==> src/hdl/lgcd_pkg.sv <==
// ----------------------------------------------------------------------------
// lgcd_pkg
// Shared types, codes and decode functions for the LED grid command
// decompressor.
// ----------------------------------------------------------------------------
package lgcd_pkg;

    localparam int LvlW = 6;
    localparam int OutLvlW = 7;
    localparam int BtnW = 6;

    // controller -> datapath commands
    typedef struct packed {
        logic ld_red;
        logic ld_green;
        logic ld_blue;
        logic ld_count;
        logic ld_pos;
        logic emit;
    } t_dp_cmd;

    // datapath -> controller status
    typedef struct packed {
        logic cnt_zero;    // count bits zero after the blue byte
        logic data_zero;   // incoming byte is zero
        logic left_zero;   // no position bytes left in the group
        logic last_write;  // current write is the last of the position byte
        logic out_free;    // output register can take a word this cycle
    } t_dp_stat;

    // stored level: 0 stays 0, anything else gets +2
    function automatic logic [OutLvlW-1:0] f_stored_level(input logic [LvlW-1:0] lv);
        logic [OutLvlW-1:0] res;
        if (lv == '0) begin
            res = '0;
        end else begin
            res = {1'b0, lv} + 7'd2;
        end
        return res;
    endfunction

    // true when bits 6..4 select a row or column pattern
    function automatic logic f_is_line(input logic [6:0] x);
        return x[6:4] == 3'b110;
    endfunction

    // index of the last write caused by position byte x
    function automatic logic [2:0] f_last_idx(input logic [6:0] x);
        logic [2:0] res;
        if (f_is_line(x)) begin
            res = 3'd7;
        end else if (!x[6]) begin
            res = 3'd0;
        end else if (!x[5]) begin
            res = 3'd1;
        end else begin
            res = 3'd3;
        end
        return res;
    endfunction

    // button of write k for position byte x
    function automatic logic [BtnW-1:0] f_button(input logic [6:0] x, input logic [2:0] k);
        logic [BtnW-1:0] m;
        logic [BtnW-1:0] c;
        logic [BtnW-1:0] res;
        m = ~x[5:0];
        c = x[5:0] & (x[2] ? 6'h23 : 6'h03);
        res = x[5:0];
        if (!f_is_line(x)) begin
            unique case (k[1:0])
                2'd0: res = x[5:0];
                2'd1: res = m;
                2'd2: res = (x[5:0] & 6'h1C) | (m & 6'h03);
                default: res = (x[5:0] & 6'h23) | (m & 6'h1C);
            endcase
        end else if (x[3]) begin
            // column: step through rows in bits 4..2
            res = c | {1'b0, k, 2'b00};
        end else begin
            // row: left half then right half, interleaved
            res = {k[0], x[2:0], k[2:1]};
        end
        return res;
    endfunction

endpackage

==> src/hdl/lgcd_ctrl.sv <==
// ----------------------------------------------------------------------------
// lgcd_ctrl
// Group parser and write sequencer: tracks which byte of a color group is
// expected and steps through the writes of one position byte.
// ----------------------------------------------------------------------------
module lgcd_ctrl
    import lgcd_pkg::*;
(
    input  logic     i_clk,
    input  logic     i_rst_n,
    input  logic     i_in_valid,
    input  logic     i_msg_start,
    output logic     o_in_ready,
    output t_dp_cmd  o_cmd,
    input  t_dp_stat i_stat
);

    localparam logic [2:0] ST_RED   = 3'd0;
    localparam logic [2:0] ST_GREEN = 3'd1;
    localparam logic [2:0] ST_BLUE  = 3'd2;
    localparam logic [2:0] ST_COUNT = 3'd3;
    localparam logic [2:0] ST_POS   = 3'd4;
    localparam logic [2:0] ST_EMIT  = 3'd5;

    logic [2:0] r_state;
    logic [2:0] n_state;
    logic [2:0] eff_state;
    logic       accept;

    assign o_in_ready = (r_state != ST_EMIT);
    assign accept     = i_in_valid && o_in_ready;
    // a message start forces the red byte
    assign eff_state  = i_msg_start ? ST_RED : r_state;

    // next state and commands
    always_comb begin
        n_state = r_state;
        o_cmd   = '0;
        if (r_state == ST_EMIT) begin
            if (i_stat.out_free) begin
                o_cmd.emit = 1'b1;
                if (i_stat.last_write) begin
                    n_state = i_stat.left_zero ? ST_RED : ST_POS;
                end
            end
        end else if (accept) begin
            unique case (eff_state)
                ST_GREEN: begin
                    o_cmd.ld_green = 1'b1;
                    n_state        = ST_BLUE;
                end
                ST_BLUE: begin
                    o_cmd.ld_blue = 1'b1;
                    n_state       = i_stat.cnt_zero ? ST_COUNT : ST_POS;
                end
                ST_COUNT: begin
                    o_cmd.ld_count = 1'b1;
                    n_state        = i_stat.data_zero ? ST_RED : ST_POS;
                end
                ST_POS: begin
                    o_cmd.ld_pos = 1'b1;
                    n_state      = ST_EMIT;
                end
                default: begin
                    // red byte, also any unused code
                    o_cmd.ld_red = 1'b1;
                    n_state      = ST_GREEN;
                end
            endcase
        end
    end

    always_ff @(posedge i_clk) begin
        if (!i_rst_n) begin
            r_state <= ST_RED;
        end else begin
            r_state <= n_state;
        end
    end

endmodule

==> src/hdl/lgcd_dp.sv <==
// ----------------------------------------------------------------------------
// lgcd_dp
// Datapath: held color levels, count bits, remaining positions, the current
// position byte with its write index, and the output word register.
// ----------------------------------------------------------------------------
module lgcd_dp
    import lgcd_pkg::*;
(
    input  logic                i_clk,
    input  logic                i_rst_n,
    input  logic [7:0]          i_data,
    input  t_dp_cmd             i_cmd,
    output t_dp_stat            o_stat,
    input  logic                i_out_ready,
    output logic                o_out_valid,
    output logic [BtnW-1:0]     o_button,
    output logic [OutLvlW-1:0]  o_red,
    output logic [OutLvlW-1:0]  o_green,
    output logic [OutLvlW-1:0]  o_blue,
    output logic                o_last
);

    logic [LvlW-1:0]    r_red;
    logic [LvlW-1:0]    r_green;
    logic [LvlW-1:0]    r_blue;
    logic [2:0]         r_cnt;
    logic [7:0]         r_left;
    logic [6:0]         r_pos;
    logic [2:0]         r_k;
    logic               r_ovalid;
    logic [BtnW-1:0]    r_button;
    logic [OutLvlW-1:0] r_ored;
    logic [OutLvlW-1:0] r_ogreen;
    logic [OutLvlW-1:0] r_oblue;
    logic               r_olast;
    logic [2:0]         n_cnt_blue;

    // count after the blue byte's bit 6 is merged in
    assign n_cnt_blue = r_cnt | {2'b00, i_data[6]};

    assign o_stat.cnt_zero   = (n_cnt_blue == 3'd0);
    assign o_stat.data_zero  = (i_data == 8'd0);
    assign o_stat.left_zero  = (r_left == 8'd0);
    assign o_stat.last_write = (r_k == f_last_idx(r_pos));
    assign o_stat.out_free   = !r_ovalid || i_out_ready;

    // group state
    always_ff @(posedge i_clk) begin
        if (!i_rst_n) begin
            r_red   <= '0;
            r_green <= '0;
            r_blue  <= '0;
            r_cnt   <= '0;
            r_left  <= '0;
        end else begin
            if (i_cmd.ld_red) begin
                r_red  <= i_data[5:0];
                r_cnt  <= {i_data[6], 2'b00};
                r_left <= '0;
            end
            if (i_cmd.ld_green) begin
                r_green <= i_data[5:0];
                r_cnt   <= r_cnt | {1'b0, i_data[6], 1'b0};
            end
            if (i_cmd.ld_blue) begin
                r_blue <= i_data[5:0];
                r_cnt  <= n_cnt_blue;
                r_left <= {5'd0, n_cnt_blue};
            end
            if (i_cmd.ld_count) begin
                r_left <= i_data;
            end
            if (i_cmd.ld_pos) begin
                r_left <= r_left - 8'd1;
            end
        end
    end

    // position byte and write index
    always_ff @(posedge i_clk) begin
        if (i_cmd.ld_pos) begin
            r_pos <= i_data[6:0];
            r_k   <= '0;
        end else if (i_cmd.emit) begin
            r_k <= r_k + 3'd1;
        end
    end

    // output word register
    always_ff @(posedge i_clk) begin
        if (!i_rst_n) begin
            r_ovalid <= 1'b0;
        end else if (i_cmd.emit) begin
            r_ovalid <= 1'b1;
        end else if (i_out_ready) begin
            r_ovalid <= 1'b0;
        end
    end

    always_ff @(posedge i_clk) begin
        if (i_cmd.emit) begin
            r_button <= f_button(r_pos, r_k);
            r_ored   <= f_stored_level(r_red);
            r_ogreen <= f_stored_level(r_green);
            r_oblue  <= f_stored_level(r_blue);
            r_olast  <= o_stat.last_write;
        end
    end

    assign o_out_valid = r_ovalid;
    assign o_button    = r_button;
    assign o_red       = r_ored;
    assign o_green     = r_ogreen;
    assign o_blue      = r_oblue;
    assign o_last      = r_olast;

endmodule

==> src/hdl/led_grid_command_decompressor.sv <==
// Color, count and position bytes are taken one per cycle while tready is high.
// A position byte then holds the input while the write sequencer generates its
// 1, 2, 4 or 8 button words, one word per cycle unless the output stalls.
// Words appear in the cycle after they are generated (registered output).
// Synchronous active-low reset: parser expects a red byte, output empty.
// ----------------------------------------------------------------------------
// led_grid_command_decompressor
// Expands a compressed color-group byte stream into button write words for
// a 64-button LED grid.
// ----------------------------------------------------------------------------
module led_grid_command_decompressor
    import lgcd_pkg::*;
(
    input  logic        i_clk,
    input  logic        i_rst_n,
    input  logic        i_s_axis_tvalid,
    output logic        o_s_axis_tready,
    input  logic [7:0]  i_s_axis_tdata,   // [7:0] data_byte
    input  logic        i_s_axis_tuser,   // [0] message_start
    output logic        o_m_axis_tvalid,
    input  logic        i_m_axis_tready,
    output logic [31:0] o_m_axis_tdata,   // [5:0] button, [12:6] red_level,
                                          // [19:13] green_level,
                                          // [26:20] blue_level, [31:27] zero
    output logic        o_m_axis_tlast    // last_of_run
);

    t_dp_cmd            cmd;
    t_dp_stat           stat;
    logic [BtnW-1:0]    button;
    logic [OutLvlW-1:0] red;
    logic [OutLvlW-1:0] green;
    logic [OutLvlW-1:0] blue;

    lgcd_ctrl u_ctrl (
        .i_clk       (i_clk),
        .i_rst_n     (i_rst_n),
        .i_in_valid  (i_s_axis_tvalid),
        .i_msg_start (i_s_axis_tuser),
        .o_in_ready  (o_s_axis_tready),
        .o_cmd       (cmd),
        .i_stat      (stat)
    );

    lgcd_dp u_dp (
        .i_clk       (i_clk),
        .i_rst_n     (i_rst_n),
        .i_data      (i_s_axis_tdata),
        .i_cmd       (cmd),
        .o_stat      (stat),
        .i_out_ready (i_m_axis_tready),
        .o_out_valid (o_m_axis_tvalid),
        .o_button    (button),
        .o_red       (red),
        .o_green     (green),
        .o_blue      (blue),
        .o_last      (o_m_axis_tlast)
    );

    assign o_m_axis_tdata = {5'd0, blue, green, red, button};

endmodule

==> config.mk <==
export PLATFORM = sky130hd
export DESIGN_NAME = led_grid_command_decompressor
export DESIGN_NICKNAME = d
export VERILOG_FILES = /design/src/hdl/lgcd_pkg.sv /design/src/hdl/lgcd_ctrl.sv /design/src/hdl/lgcd_dp.sv /design/src/hdl/led_grid_command_decompressor.sv
export SDC_FILE = /design/constraint.sdc
export NUM_CORES = 1
export LEC_CHECK = 0
export CAP_MARGIN = 20
export CORE_MARGIN = 4
export CORE_UTILIZATION = 55
export DETAILED_ROUTE_END_ITERATION = 8
export DONT_BUFFER_PORTS = 1
export GPL_TIMING_DRIVEN = 0
export PLACE_DENSITY = 0.77
export SLEW_MARGIN = 20
export SYNTH_ARGS = -nofsm -noshare
export SYNTH_HDL_FRONTEND = slang
export SYNTH_SLANG_ARGS = --single-unit
==> constraint.sdc <==
create_clock -name i_clk -period 3.35 [get_ports i_clk]
set_input_delay 0.335 -clock i_clk [delete_from_list [all_inputs] [get_ports i_clk]]
set_output_delay 0.335 -clock i_clk [all_outputs]
set_load 0.005 [all_outputs]
==> out/qor.csv <==
metric,value,unit
dr.pass1.iters,5,
clkPwrFrac,38.9,%
die_x,86.48,um
leakage,1.341,nW
async_flop_share,0,%
fp.coreArea,0.005956,mm2
synth_area,0.003387,mm2
area_growth,10.64,%
rsz0062_at_grt,no,
critPathSlowestCell,buf_2,
finalHoldViolCount,0,
finalCritPeriodShare,61.02,%
power.density,584.9,mW/mm2
syn_avg_cell_area,10.17,um2
drcViolationCount,0,
setup_viol,0,
crit_path_max_fanout,32,
synth_flop_cell,dfxtp_1,
yosysUniqueCellTypes,51,
clk_pin_slew,0.08,ns
tritoncts,yes,
cp-start-kind,flop,
power_frac_comb,14.4,%
crit_path_frequent_cell,buf_2,
fill_cells,478,
setup_tns,0,ns
num_antenna_cells,0,
required,3.59,ns
grt_pass1_vias,2378,
routed_wl,6.966,mm
ys_seq_area_share,52.31,%
cts_root_buffer,clkbuf_8,
synthCells,333,
p_total,2.192,mW
cts_setup_buffers,0,
start_util,56.87,%
switchingPower,0.5832,mW
cts_buffer_depth,2,
hold_path_class,in -> reg,
htreeDepth,3,
clock_skew,0.007898,ns
maxCapViolCount,0,
postCtsHoldBufs,0,
post_drt_via_cell_ratio,5.928,
worstSetupPathType,reg -> reg,
ant_nets,0,
synth_seq_cells,71,
synth_edf_count,35,
drtIter0Drc,217,
clock_latency,0.35,ns
fmax,0.4892,GHz
cts_resized,0,
gr-usage-all-layers,20.31,%
swShare,26.61,%
place.gp.congestion,0.9241,
num_rows,28,
ys.warnings.count,0,
cp_slowest_stage_delay,0.58,ns
worst_ep_arrival_time,2.29,ns
p_int,1.609,mW
min_period,2.044,ns
final_max_slew_viol_count,0,
die_y,86.48,um
io_pins,48,
vias,2537,
max_slew.worst_pin.slew,0.7079,ns
cts_buffers,9,
wire_per_inst,16.28,um
status,completed,
nets,370,
grt_antenna_before_repair,0,
layout-drive-gt1-share,9.632,%
worstSetupEndpointType,flop,
fp.dieArea,0.007478,mm2
grt_pass1_wl,11.74,mm
grt_max_degree,33,
power.share.sequential,46.7,%
dp_hpwl,4.760,mm
overflow,0,
path_cells,"buf_2, nand3b_1, nor2b_1, buf_2, a32oi_1, o221a_1",
cts_num_sinks,71,
io_buffers,0,
peakVddDrop,331.3,uV
max_slew_margin,52.81,%
per-stage QoR:
stage | util, % | cells | instance area (um2) | setup slack (ns) | hold WS, ns
3_5_place_dp | 58.70 | 412 | 3496 | 1.286 | 0.4349
5_1_grt | 62.92 | 428 | 3747 | 1.153 | 0.05629
3_3_place_gp | 58.70 | 412 | 3496 | 1.335 | 0.4348
2_1_floorplan | - | 337 | 3402 | 1.618 | 0.4339
6_report | 62.92 | 428 | 3747 | 1.306 | 0.08346
4_1_cts | 62.92 | 428 | 3747 | 1.277 | 0.07018
layout by cell type, fill, tap and decap left out, types with 3 or more instances in the layout:
master,count
xnor2_1,10
bufinv_16,3
mux2i_1,12
clkbuf_1,10
a211oi_1,9
or4_1,6
nor2_1,35
dfxtp_1,36
buf_4,6
nor2b_1,7
nand2b_1,3
nor3_1,9
a21oi_1,26
clkbuf_8,9
nand2_1,13
conb_1,5
ha_1,9
a32oi_1,4
buf_2,7
nand3_1,17
o21ai_0,22
nor4_1,4
inv_1,11
nand3b_1,5
edfxtp_1,35
logic make-up after synthesis:
family	count (synthesis)	share of synthesized area [%]
xor gates and xnor gates	11	2.844
adders and majority gates	9	3.325
DFF	71	52.31
other	1	0.1107
AOI/OAI and AO/OA	79	14.48
muxes	13	4.211
and+or+nand+nor	115	18.03
buffers and inverters	34	4.691
worst paths after layout:
kind / cells after the start / startpoint / to / slack (ns)
max: 6 / u_ctrl.r_state[1]$_SDFFE_PN0P_ / u_ctrl.r_state[2]$_SDFFE_PN0P_ / 1.31
min: 0 / i_s_axis_tdata[4] / u_dp.r_pos[4]$_DFFE_PP_ / 0.08
max reg2reg: 6 / u_ctrl.r_state[1]$_SDFFE_PN0P_ / u_ctrl.r_state[2]$_SDFFE_PN0P_ / 1.31
min reg2reg: 2 / u_dp.r_left[5]$_SDFFE_PN0P_ / u_dp.r_left[5]$_SDFFE_PN0P_ / 0.49
worst max-delay path, delay by kind of cell (launching register included):
| kind | cells | cell delay, ns |
|---|---|---|
| DFF | 1 | 0.30 |
| and+or+nand+nor | 2 | 0.44 |
| AOI/OAI and AO/OA | 2 | 0.46 |
| buffers and inverters | 2 | 0.74 |
power by group through the flow:
stage	Combinational (mW)	Clock, mW	Sequential [mW]
3_3_place_gp	0.301	0	1.04
2_1_floorplan	0.257	0	1.03
3_5_place_dp	0.310	0	1.04
6_report	0.316	0.852	1.02
5_1_grt	0.360	0.905	1.03
4_1_cts	0.316	0.862	1.02
layout make-up:
| class | instances | area [um2] | share of cell area [%] |
|---|---|---|---|
| inverter | 11 | 41.29 | 1.102 |
| clock buffer | 9 | 123.9 | 3.306 |
| buffer | 23 | 117.6 | 3.139 |
| clock inverter | 7 | 127.6 | 3.406 |
| sequential | 71 | 1772 | 47.28 |
| tap | 75 | 93.84 | 2.504 |
| multi-input combinational | 232 | 1471 | 39.27 |
cell usage after synthesis (3+ instances only):
library cell  instances  area, um2
a32oi_1               4      35.03
dfxtp_1              36      720.7
clkbuf_1             10      37.54
xnor2_1              10      87.58
buf_4                 6      45.04
ha_1                  9      112.6
nor2_1               35      131.4
inv_1                11      41.29
or4_1                 6      45.04
edfxtp_1             35       1051
a211oi_1              9      67.56
nand3_1              17      85.08
mux2i_1              12      120.1
buf_2                 7      35.03
o21ai_0              22      110.1
nand2b_1              3      18.77
a21oi_1              26      130.1
nor4_1                4      25.02
nor2b_1               7      43.79
nand3b_1              5      37.54
nor3_1                9      45.04
nand2_1              13      48.80
metal layers:
metal | part of all wire, % | up-vias | track usage [%]
li1 | - | 1249 | -
met1 | 44 | 1183 | 26.21
met2 | 47 | 90 | 31.99
met3 | 6.9 | 15 | 4.753
met4 | 2.3 | 0 | 10.20
met5 | 0 | - | 0
flip-flops by register name, summed over array words and instances (netlist names), 3 cells and up:
register,count
u_ctrl.r_state,3
u_dp.o_blue,7
u_dp.o_button,6
u_dp.o_green,7
u_dp.o_red,7
u_dp.r_blue,6
u_dp.r_cnt,3
u_dp.r_green,6
u_dp.r_k,3
u_dp.r_left,8
u_dp.r_pos,7
u_dp.r_red,6
No activity file was read; power rests on OpenSTA's default activity.
